**src/hdl/u2a_pkg.sv**
```systemverilog
package u2a_pkg;

  localparam int unsigned CP_W = 21;

  localparam logic [CP_W-1:0] CP_LIMIT  = 21'h110000;
  localparam logic [CP_W-1:0] CP_SUPPL  = 21'h010000;
  localparam logic [15:0]     SURR_HIGH = 16'hD800;
  localparam logic [15:0]     SURR_LOW  = 16'hDC00;

  typedef enum logic [1:0] {
    ST_OK        = 2'd0,
    ST_BAD_LEAD  = 2'd1,
    ST_TOO_LARGE = 2'd2,
    ST_TRUNCATED = 2'd3
  } status_t;

  // One queue entry: an optional code point and an optional terminator.
  typedef struct packed {
    logic [CP_W-1:0] cp;
    logic            has_cp;
    logic            term;
    status_t         status;
  } entry_t;

  function automatic logic [7:0] unit_to_byte(logic [15:0] u);
    logic [7:0] r;
    if (u[15:8] == 8'h00) begin
      r = u[7:0];
    end else if (u >= 16'h0620 && u <= 16'h0636) begin
      r = u[7:0] - 8'h60;
    end else if (u >= 16'h0637 && u <= 16'h063A) begin
      r = u[7:0] - 8'h5F;
    end else if (u >= 16'h0641 && u <= 16'h0643) begin
      r = u[7:0] - 8'h64;
    end else if (u == 16'h0644) begin
      r = u[7:0] - 8'h63;
    end else if (u >= 16'h0645 && u <= 16'h0648) begin
      r = u[7:0] - 8'h62;
    end else if (u >= 16'h0649 && u <= 16'h064A) begin
      r = u[7:0] - 8'h5D;
    end else begin
      r = u[7:0] + 8'hA0;
    end
    return r;
  endfunction

endpackage

```
**src/hdl/u2a_if.sv**
```systemverilog
interface u2a_byte_if;
  logic       valid;
  logic       ready;
  logic [7:0] in_byte;
  logic       last_byte;

  modport source (output valid, in_byte, last_byte, input ready);
  modport sink   (input valid, in_byte, last_byte, output ready);
endinterface

interface u2a_result_if;
  logic       valid;
  logic       ready;
  logic [7:0] out_byte;
  logic       end_of_string;
  logic [1:0] status;

  modport source (output valid, out_byte, end_of_string, status, input ready);
  modport sink   (input valid, out_byte, end_of_string, status, output ready);
endinterface

```
**src/hdl/u2a_front.sv**
```systemverilog
module u2a_front (
  input  logic              clk,
  input  logic              rst,
  u2a_byte_if.sink          utf8,
  input  logic              full,
  output logic              push,
  output u2a_pkg::entry_t   entry
);

  logic [u2a_pkg::CP_W-1:0] code_accum, code_accum_next;
  logic [1:0]               bytes_remaining, bytes_remaining_next;
  logic                     stopped, stopped_next;
  u2a_pkg::status_t         stop_status, stop_status_next;

  logic                     emit;
  logic [u2a_pkg::CP_W-1:0] emit_cp;
  logic [7:0]               b;
  logic                     last;
  logic                     accept;

  assign b          = utf8.in_byte;
  assign last       = utf8.last_byte;
  assign utf8.ready = !full;
  assign accept     = utf8.valid && !full;

  always_comb begin
    code_accum_next      = code_accum;
    bytes_remaining_next = bytes_remaining;
    stopped_next         = stopped;
    stop_status_next     = stop_status;
    emit                 = 1'b0;
    emit_cp              = code_accum;
    entry                = '0;

    if (!stopped) begin
      if (bytes_remaining != 2'd0) begin
        if (last && bytes_remaining > 2'd1) begin
          // cut short: pending code point dropped, terminator below
        end else if (b[7:6] == 2'b10) begin
          code_accum_next      = {code_accum[u2a_pkg::CP_W-7:0], b[5:0]};
          bytes_remaining_next = bytes_remaining - 2'd1;
          if (bytes_remaining == 2'd1) begin
            emit    = 1'b1;
            emit_cp = code_accum_next;
          end
        end else begin
          // bad continuation: emit partial, byte consumed
          bytes_remaining_next = 2'd0;
          emit                 = 1'b1;
          emit_cp              = code_accum;
        end
      end else if (!b[7]) begin
        emit    = 1'b1;
        emit_cp = u2a_pkg::CP_W'(b);
      end else if (b inside {[8'h80:8'hBF], [8'hF8:8'hFF]}) begin
        stopped_next     = 1'b1;
        stop_status_next = u2a_pkg::ST_BAD_LEAD;
      end else if (b < 8'hE0) begin
        code_accum_next      = u2a_pkg::CP_W'(b[4:0]);
        bytes_remaining_next = 2'd1;
      end else if (b < 8'hF0) begin
        code_accum_next      = u2a_pkg::CP_W'(b[3:0]);
        bytes_remaining_next = 2'd2;
      end else begin
        code_accum_next      = u2a_pkg::CP_W'(b[2:0]);
        bytes_remaining_next = 2'd3;
      end
    end

    if (emit) begin
      if (emit_cp < u2a_pkg::CP_LIMIT) begin
        entry.has_cp = 1'b1;
        entry.cp     = emit_cp;
      end else begin
        stopped_next     = 1'b1;
        stop_status_next = u2a_pkg::ST_TOO_LARGE;
      end
    end

    if (last) begin
      entry.term = 1'b1;
      if (stopped_next) begin
        entry.status = stop_status_next;
      end else if (bytes_remaining_next != 2'd0) begin
        entry.status = u2a_pkg::ST_TRUNCATED;
      end else begin
        entry.status = u2a_pkg::ST_OK;
      end
      code_accum_next      = '0;
      bytes_remaining_next = 2'd0;
      stopped_next         = 1'b0;
      stop_status_next     = u2a_pkg::ST_OK;
    end
  end

  assign push = accept && (entry.has_cp || entry.term);

  always_ff @(posedge clk) begin
    if (rst) begin
      code_accum      <= '0;
      bytes_remaining <= 2'd0;
      stopped         <= 1'b0;
      stop_status     <= u2a_pkg::ST_OK;
    end else if (accept) begin
      code_accum      <= code_accum_next;
      bytes_remaining <= bytes_remaining_next;
      stopped         <= stopped_next;
      stop_status     <= stop_status_next;
    end
  end

endmodule

```
**src/hdl/u2a_queue.sv**
```systemverilog
module u2a_queue #(
  parameter int unsigned DEPTH = 4
) (
  input  logic            clk,
  input  logic            rst,
  input  logic            push,
  input  u2a_pkg::entry_t push_data,
  output logic            full,
  input  logic            pop,
  output u2a_pkg::entry_t head,
  output logic            empty
);

  localparam int unsigned PTR_W = (DEPTH > 1) ? $clog2(DEPTH) : 1;
  localparam int unsigned CNT_W = $clog2(DEPTH + 1);

  u2a_pkg::entry_t slots [DEPTH];
  logic [PTR_W-1:0] wr_ptr, rd_ptr;
  logic [CNT_W-1:0] count;

  assign full  = (count == CNT_W'(DEPTH));
  assign empty = (count == '0);
  assign head  = slots[rd_ptr];

  function automatic logic [PTR_W-1:0] bump(logic [PTR_W-1:0] p);
    return (p == PTR_W'(DEPTH - 1)) ? '0 : p + PTR_W'(1);
  endfunction

  always_ff @(posedge clk) begin
    if (push) begin
      slots[wr_ptr] <= push_data;
    end
  end

  always_ff @(posedge clk) begin
    if (rst) begin
      wr_ptr <= '0;
      rd_ptr <= '0;
      count  <= '0;
    end else begin
      if (push) begin
        wr_ptr <= bump(wr_ptr);
      end
      if (pop) begin
        rd_ptr <= bump(rd_ptr);
      end
      if (push && !pop) begin
        count <= count + CNT_W'(1);
      end else if (pop && !push) begin
        count <= count - CNT_W'(1);
      end
    end
  end

endmodule

```
**src/hdl/u2a_back.sv**
```systemverilog
module u2a_back (
  input  logic            clk,
  input  logic            rst,
  input  u2a_pkg::entry_t head,
  input  logic            empty,
  output logic            pop,
  u2a_result_if.source    codepage
);

  typedef enum logic [1:0] {
    PH_UNIT,
    PH_LOW,
    PH_TERM
  } phase_t;

  phase_t     phase, cur_phase, phase_next;
  logic       mid;
  logic       load;
  logic       take;
  logic       last_piece;
  logic       suppl;
  logic [19:0] v;
  logic [15:0] unit;
  logic [7:0]  piece_byte;

  assign load = !codepage.valid || codepage.ready;
  assign take = load && !empty;

  assign suppl = (head.cp >= u2a_pkg::CP_SUPPL);
  assign v     = 20'(head.cp - u2a_pkg::CP_SUPPL);

  always_comb begin
    if (mid) begin
      cur_phase = phase;
    end else if (head.has_cp) begin
      cur_phase = PH_UNIT;
    end else begin
      cur_phase = PH_TERM;
    end

    unit       = head.cp[15:0];
    last_piece = 1'b1;
    phase_next = PH_TERM;
    case (cur_phase)
      PH_UNIT: begin
        if (suppl) begin
          unit       = u2a_pkg::SURR_HIGH | 16'(v[19:10]);
          last_piece = 1'b0;
          phase_next = PH_LOW;
        end else begin
          last_piece = !head.term;
        end
      end
      PH_LOW: begin
        unit       = u2a_pkg::SURR_LOW | 16'(v[9:0]);
        last_piece = !head.term;
      end
      PH_TERM: begin
        unit = 16'h0000;
      end
      default: begin
        unit = 16'h0000;
      end
    endcase
    piece_byte = u2a_pkg::unit_to_byte(unit);
  end

  assign pop = take && last_piece;

  always_ff @(posedge clk) begin
    if (rst) begin
      codepage.valid <= 1'b0;
      mid            <= 1'b0;
      phase          <= PH_UNIT;
    end else if (load) begin
      codepage.valid <= !empty;
      if (take) begin
        mid   <= !last_piece;
        phase <= phase_next;
      end
    end
  end

  always_ff @(posedge clk) begin
    if (take) begin
      if (cur_phase == PH_TERM) begin
        codepage.out_byte      <= 8'h00;
        codepage.end_of_string <= 1'b1;
        codepage.status        <= head.status;
      end else begin
        codepage.out_byte      <= piece_byte;
        codepage.end_of_string <= 1'b0;
        codepage.status        <= u2a_pkg::ST_OK;
      end
    end
  end

endmodule

```
**src/hdl/utf8_to_arabic_codepage.sv**
```systemverilog
// UTF-8 to Arabic single-byte code page converter.
// utf8: one UTF-8 byte per transfer, last_byte set on the final byte of a
//   string. codepage: one converted byte per transfer; the final transfer of
//   each string has end_of_string set, out_byte 0 and the string status.
// The front decodes one byte per cycle while the queue has room and writes
// at most one entry (code point and/or terminator) into a QUEUE_DEPTH-entry
// queue; bytes that give nothing write nothing. The back expands an entry
// into one to three output transfers, one per cycle while the receiver is
// ready, through an output register. The first result of a byte is written
// into the queue, then loaded into the output register driving codepage.
// Throughput: one input byte per cycle while the queue has room; output is
// one transfer per cycle when not stalled, so supplementary code points
// (two bytes) and terminators slow the input only once the queue fills.
// Reset clears decoder state, empties the queue and clears codepage.valid.
// When the receiver stalls, the output register holds, the queue fills and
// utf8.ready drops when the queue is full; nothing is lost.
module utf8_to_arabic_codepage #(
  parameter int unsigned QUEUE_DEPTH = 4
) (
  input logic          clk,
  input logic          rst,
  u2a_byte_if.sink     utf8,
  u2a_result_if.source codepage
);

  logic            push, full, pop, empty;
  u2a_pkg::entry_t entry, head;

  u2a_front u_front (
    .clk   (clk),
    .rst   (rst),
    .utf8  (utf8),
    .full  (full),
    .push  (push),
    .entry (entry)
  );

  u2a_queue #(
    .DEPTH (QUEUE_DEPTH)
  ) u_queue (
    .clk       (clk),
    .rst       (rst),
    .push      (push),
    .push_data (entry),
    .full      (full),
    .pop       (pop),
    .head      (head),
    .empty     (empty)
  );

  u2a_back u_back (
    .clk      (clk),
    .rst      (rst),
    .head     (head),
    .empty    (empty),
    .pop      (pop),
    .codepage (codepage)
  );

endmodule
```
**src/flat_wrapper.sv**
```systemverilog
// flat-port wrapper written by rule: the top's interface ports become plain ports
module utf8_to_arabic_codepage_flat 
#(
  parameter int unsigned QUEUE_DEPTH = 4
)
  (clk, rst, utf8_valid, utf8_in_byte, utf8_last_byte, utf8_ready, codepage_valid, codepage_out_byte, codepage_end_of_string, codepage_status, codepage_ready);
  u2a_byte_if utf8_i ();
  u2a_result_if codepage_i ();
  input logic clk;
  input logic rst;
  input wire logic [$bits(utf8_i.valid)-1:0] utf8_valid;
  input wire logic [$bits(utf8_i.in_byte)-1:0] utf8_in_byte;
  input wire logic [$bits(utf8_i.last_byte)-1:0] utf8_last_byte;
  output wire logic [$bits(utf8_i.ready)-1:0] utf8_ready;
  output wire logic [$bits(codepage_i.valid)-1:0] codepage_valid;
  output wire logic [$bits(codepage_i.out_byte)-1:0] codepage_out_byte;
  output wire logic [$bits(codepage_i.end_of_string)-1:0] codepage_end_of_string;
  output wire logic [$bits(codepage_i.status)-1:0] codepage_status;
  input wire logic [$bits(codepage_i.ready)-1:0] codepage_ready;
  assign utf8_i.valid = utf8_valid;
  assign utf8_i.in_byte = utf8_in_byte;
  assign utf8_i.last_byte = utf8_last_byte;
  assign utf8_ready = utf8_i.ready;
  assign codepage_valid = codepage_i.valid;
  assign codepage_out_byte = codepage_i.out_byte;
  assign codepage_end_of_string = codepage_i.end_of_string;
  assign codepage_status = codepage_i.status;
  assign codepage_i.ready = codepage_ready;
  utf8_to_arabic_codepage #(.QUEUE_DEPTH(QUEUE_DEPTH)) u_core (.clk(clk), .rst(rst), .utf8(utf8_i), .codepage(codepage_i));
endmodule
```
**config.mk**
```make
export PLATFORM = sky130hd
export DESIGN_NAME = utf8_to_arabic_codepage_flat
export DESIGN_NICKNAME = d
export VERILOG_FILES = /design/src/hdl/u2a_pkg.sv /design/src/hdl/u2a_if.sv /design/src/hdl/u2a_front.sv /design/src/hdl/u2a_queue.sv /design/src/hdl/u2a_back.sv /design/src/hdl/utf8_to_arabic_codepage.sv /design/src/flat_wrapper.sv
export SDC_FILE = /design/constraint.sdc
export NUM_CORES = 1
export LEC_CHECK = 0
export BUFFER_PORTS_ARGS = -buffer_cell sky130_fd_sc_hd__buf_2
export CAP_MARGIN = 20
export CORE_UTILIZATION = 55
export CTS_CLUSTER_SIZE = 28
export DETAILED_ROUTE_END_ITERATION = 7
export MAX_ROUTING_LAYER = met4
export PLACE_DENSITY = 0.74
export SLEW_MARGIN = 40
export SYNTH_ARGS = -nofsm -noshare
export SYNTH_HDL_FRONTEND = slang
export SYNTH_SLANG_ARGS = --single-unit
```
**constraint.sdc**
```tcl
create_clock -name clk -period 8.7 [get_ports clk]
set_input_delay 1.74 -clock clk [delete_from_list [all_inputs] [get_ports clk]]
set_output_delay 1.74 -clock clk [all_outputs]
set_load 0.05 [all_outputs]
```
==> results.py, run 1 <==
metrics = {
    "outcome": {
        "outcome": "completed",
    },
    "synthesis": {
        "synth-seq-cells": 150,
        "synth-warning-count": 0,
        "syn-instance-count": 698,
        "netlist-cell-type-count": 80,
        "synth-async-reset-ratio": 0,
        "synth.cells.most_frequent": "edfxtp_1 (111), nor2_1 (64), a21oi_1 (60), nand2_1 (60), dfxtp_1 (39)",
        "synthTopCellsByArea": "edfxtp_1 (42%), dfxtp_1 (9.8%), mux4_2 (6.5%)",
        "netlist.area_leader.share": 0.420,
        "synth_area_per_cell_um2": 11.4,
        "syn_nets": 738,
        "synth_flop_cell": "edfxtp_1",
        "synth_top_cell_by_area": "edfxtp_1",
        "synth.cell_area_um2": 7940,
        "yosysSeqAreaShare": 0.518,
        "synth-edff-count": 111,
        "synth.most_common_cell": "edfxtp_1",
    },
    "drt": {
        "postRouteAntennaNets": 0,
        "drcViolationCount": 0,
        "dr.pass1.iters": 5,
        "vias": 5938,
        "first_iter_violations": 640,
        "vias_per_cell": 6.50,
        "wl_per_cell_um": 20.7,
        "wirelength_um": 19000,
    },
    "final_layout": {
        "area_growth_pct": 11.2,
        "nets": 761,
        "antenna_cells": 0,
        "drive_gt1_frac": 0.168,
        "fill_cells": 1101,
        "fin_area_um2": 8820,
        "regArea_um2": 4120,
        "multi_input_area_um2": 3570,
    },
    "clock_tree": {
        "cts_buffers": 17,
        "post_cts_resize_count": 0,
        "hold_buffers": 0,
        "ctsLongestPathBuffers": 2,
        "path_clk_slew_ps": 60,
        "postCtsSetupBuffers": 0,
        "root_buffer": "clkbuf_16",
        "htree_levels": 4,
        "cts_num_sinks": 150,
        "clk_latency_ps": 430,
        "tritoncts": "yes",
    },
    "sta": {
        "setup_viol": 0,
        "finalHoldViolations": 0,
        "clock.fmax_mhz": 191,
        "relSlewSlack": 0.490,
        "fin_crit_sh": 0.602,
        "slew_violations": 0,
        "rsz0062_at_grt": "false",
        "setup_tns_ps": 0,
        "tightest_slew_ps": 765,
        "hold-worst-slack_ps": 477,
        "clock_skew_ps": 11.2,
        "fin_crit_ps": 5230,
    },
    "power": {
        "power.total_w": 0.00305,
        "peakVddDrop_uv": 223,
        "leakage_nw": 3.06,
        "powerDensity_nw_per_um2": 346,
    },
    "global_route": {
        "grt_pass1_vias": 5722,
        "grt_max_degree": 38,
        "antenna_found_initial": 0,
        "overflow": 0,
        "grt_use_total": 0.281,
        "grt_pass1_wl_um": 30300,
    },
    "worst_setup_path": {
        "arrival_ps": 5410,
        "r2r_slack_ps": 3470,
        "cp-start-kind": "flip-flop",
        "cp_max_fo": 27,
        "slowest_delay_ps": 710,
        "cp.required_ps": 8880,
        "endpoint_kind": "flip-flop",
        "crit_type": "reg2reg",
        "crit_path_frequent_cell": "ha_1",
        "cp_slowest_cell": "a2111oi_4",
        "crit_chain": "mux4_2 > inv_1 > ha_1 > nor4b_1 > nand4_1 > o2bb2ai_4 > ha_1 > nand2_1 > or4_4 > a2111oi_4 > or2_2 > o221a_2 > a2111oi_2 > a211o_1",
    },
    "placement": {
        "place.gp.congestion": 0.979,
        "io_buffers": 25,
        "dpl.hpwl_um": 13300,
        "postPlaceCellArea_um2": 8230,
    },
    "run": {
        "drv_cap": 0,
    },
    "die": {
        "coreArea_um2": 14000,
        "die_y_um": 122,
        "num_io_pins": 26,
        "dieArea_um2": 14900,
        "start_util": 0.568,
        "dieWidth_um": 122,
        "rows": 43,
    },
    "min_path": {
        "hold_path_class": "reg2reg",
        "hp-start": "u_core.u_front.code_accum[18]",
    },
}
## report_power, final
part,switching [W],internal (W)
Clock,0.000285,0.000452
Sequential,0.0000592,0.000887
Combinational,0.000881,0.000490
## registers in the layout (all words and copies together) (netlist names), named ones only
signal,cells
u_core.u_back.codepage.end_of_string,1
u_core.u_back.codepage.out_byte,8
u_core.u_back.codepage.status,2
u_core.u_back.codepage.valid,1
u_core.u_back.mid,1
u_core.u_back.phase,2
u_core.u_front.bytes_remaining,2
u_core.u_front.code_accum,21
u_core.u_front.stop_status,2
u_core.u_front.stopped,1
u_core.u_queue.count,3
u_core.u_queue.rd_ptr,2
u_core.u_queue.slots,100
u_core.u_queue.wr_ptr,2
## cell usage in the layout, fill, tap and decap left out, drive strengths merged, types with 24 or more instances in the layout
cell type  netlist  final
o21ai           24     24
buf             11     36
nor2            65     65
ha              26     26
inv             26     28
dfxtp           39     39
a21oi           61     61
nand2           60     60
a22oi           29     29
edfxtp         111    111
nand3           30     30
## metrics by stage
step | instances | utilization | setup WS, ps
3_3_place_gp | 881 | 0.587 | 3360
3_5_place_dp | 881 | 0.588 | 3330
2_1_floorplan | 698 | - | 4100
5_1_grt | 914 | 0.631 | 3260
4_1_cts | 913 | 0.631 | 3570
6_report | 914 | 0.631 | 3470
## kinds of logic after synthesis
group,after synthesis,synth area share
and+or+nand+nor,239,0.154
AOI/OAI and AO/OA,179,0.160
DFF,150,0.518
buffers and inverters,61,0.0353
muxes,35,0.0815
adders and majority gates,27,0.0435
xor gates and xnor gates,7,0.00772
## final cells by class
class / instances / area share
tap: 180 / 0.0255
inverter: 28 / 0.0121
clock buffer: 21 / 0.0499
timing repair buffer: 37 / 0.0241
multi-input combinational: 487 / 0.405
clock inverter: 11 / 0.0169
sequential: 150 / 0.467
## metal layers
layer | track usage | routed length, µm
met5 | - | 0
met2 | 0.445 | 9190
met1 | 0.363 | 8260
met4 | 0.0930 | 315
met3 | 0.0571 | 1190
## critical path: cells and delay by family, from the launching register on
family,cells,cell delay (ps)
buf+inv,1,110
simple gates,5,1420
flops,1,680
mux,1,640
fa+ha+maj,2,460
compound gates,5,1650
## worst paths after layout
kind | end | cells past startpoint
setup / recovery | u_core.u_back.codepage.out_byte[1] | 14
hold / removal | u_core.u_front.code_accum[18] | 2
setup reg to reg | u_core.u_back.codepage.out_byte[1] | 14
hold reg to reg | u_core.u_front.code_accum[18] | 2
Power figures use the tool's default switching activity.
==> run 2, diff against run 1 <==
clock period = 5.3 ns   (was 8.7 ns; I/O delays follow)
==> results.py, run 2 (synthesized netlist as in run 1, its figures left out) <==
metrics = {
    "outcome": {
        "outcome": "completed",
    },
    "power": {
        "powerDensity_nw_per_um2": 567,
        "leakage_nw": 3.10,
        "peakVddDrop_uv": 423,
    },
    "final_layout": {
        "largest-register": "u_core.u_queue.slots",
        "final_common_cell": "edfxtp_1",
        "area_growth_pct": 12.1,
        "final_core_util": 0.636,
        "reg_top3": "u_core.u_queue.slots x100, u_core.u_front.code_accum x21, u_core.u_back.codepage.out_byte x8",
        "final_cell_mix": "edfxtp_1 (111), nor2_1 (62), nand2_1 (60)",
        "drive_gt1_frac": 0.182,
        "nets": 775,
        "antenna_cells": 0,
        "largest_register_ffs": 100,
    },
    "worst_setup_path": {
        "crit_chain": "buf_4 > mux4_2 > nor4_1 > nand4_1 > o2bb2ai_4 > ha_1 > nand2_1 > or4_4 > a2111oi_4 > buf_4 > o221a_2 > a2111oi_2 > a211o_1",
        "endpoint_kind": "flip-flop",
        "cp_slowest_cell": "mux4_2",
        "crit_type": "reg2reg",
        "cp_max_fo": 14,
        "crit_path_frequent_cell": "buf_4",
        "cp-start-kind": "flip-flop",
        "slowest_delay_ps": 640,
        "arrival_ps": 4980,
        "cp.required_ps": 5480,
    },
    "clock_tree": {
        "cts_buffers": 17,
        "hold_buffers": 0,
        "tritoncts": "yes",
        "path_clk_slew_ps": 60,
        "ctsLongestPathBuffers": 2,
        "htree_levels": 4,
        "post_cts_resize_count": 0,
        "cts_num_sinks": 150,
        "clk_latency_ps": 430,
        "postCtsSetupBuffers": 0,
        "root_buffer": "clkbuf_16",
    },
    "placement": {
        "io_buffers": 25,
        "dpl.hpwl_um": 13700,
        "place.gp.congestion": 0.936,
    },
    "die": {
        "num_io_pins": 26,
        "dieWidth_um": 122,
        "start_util": 0.568,
        "dieArea_um2": 14900,
        "rows": 43,
        "die_y_um": 122,
        "coreArea_um2": 14000,
    },
    "sta": {
        "clock_skew_ps": 9.52,
        "finalHoldViolations": 0,
        "tightest_slew_ps": 775,
        "relSlewSlack": 0.479,
        "setup_tns_ps": 0,
        "fin_crit_ps": 4800,
        "rsz0062_at_grt": "false",
        "clock.fmax_mhz": 209,
        "setup_viol": 0,
        "slew_violations": 0,
        "fin_crit_sh": 0.905,
    },
    "global_route": {
        "antenna_found_initial": 0,
        "grt_max_degree": 38,
        "grt_pass1_wl_um": 31200,
        "grt_use_total": 0.291,
        "grt_pass1_vias": 5852,
        "overflow": 0,
    },
    "drt": {
        "wl_per_cell_um": 20.9,
        "first_iter_violations": 464,
        "wirelength_um": 19400,
        "postRouteAntennaNets": 0,
        "vias": 6008,
        "dr.pass1.iters": 5,
        "vias_per_cell": 6.47,
        "drcViolationCount": 0,
    },
    "run": {
        "drv_cap": 0,
    },
    "min_path": {
        "hold_path_class": "reg2reg",
    },
}
run 2: cell types whose count changed in the layout (fill, tap and decap cells not counted), moves of 2 or more:
cell        delta
buf_4         +15
clkbuf_1       -2
clkinvlp_4     +3
o21ai_1        +2
o21ai_2        -2
run 2: power by group:
part	internal [W]	switching [W]
registers	0.00145	0.0000794
clock network	0.000702	0.000460
logic	0.000862	0.00149
total	0.00302	0.00203
run 2: worst max-delay path: cells and delay by family (launching register included):
family / cells / cell delay, ps
buffers and inverters: 2 / 610
AND/OR/NAND/NOR: 4 / 1130
AO/OA/AOI/OAI: 5 / 1310
multiplexers: 1 / 640
flip-flops: 1 / 600
adder cells (fa/ha/maj): 1 / 260
run 2: layout make-up:
type,instances,area (µm²)
fill,1109,5090
sequential,150,4120
multi-input combinational,487,3560
clock buffer,20,447
timing repair buffer,51,320
tap,180,225
clock inverter,12,129
inverter,28,106
run 2: metal layers:
layer,global-route usage,vias to the layer above,part of all wire,wire length (µm)
met5,-,-,0,0
met4,0.129,0,0.030,573
li1,-,2772,-,-
met3,0.0571,53,0.060,1170
met2,0.469,254,0.49,9600
met1,0.358,2929,0.42,8060
run 2: stage by stage:
stage / total power, W / hold slack, ps / worst slack, ps / instance area, µm² / cells
floorplan: 0.00324 / 432 / 992 / 7940 / 698
global placement: 0.00387 / 443 / 568 / 8320 / 896
detailed placement: 0.00387 / 460 / 495 / 8330 / 896
CTS: 0.00505 / 467 / 503 / 8900 / 928
global route: 0.00532 / 489 / 136 / 8900 / 928
finish: 0.00505 / 467 / 504 / 8900 / 928
run 2: worst paths after layout:
kind / slack (ps) / start / depth (start not counted) / to
worst min-delay path: 470 / u_core.u_front.code_accum[19] / 2 / u_core.u_front.code_accum[19]
worst max-delay path: 500 / flip-flop / 13 / u_core.u_back.codepage.out_byte[1]
worst min register to register: 470 / u_core.u_front.code_accum[19] / 2 / u_core.u_front.code_accum[19]
worst max register to register: 500 / flip-flop / 13 / u_core.u_back.codepage.out_byte[1]
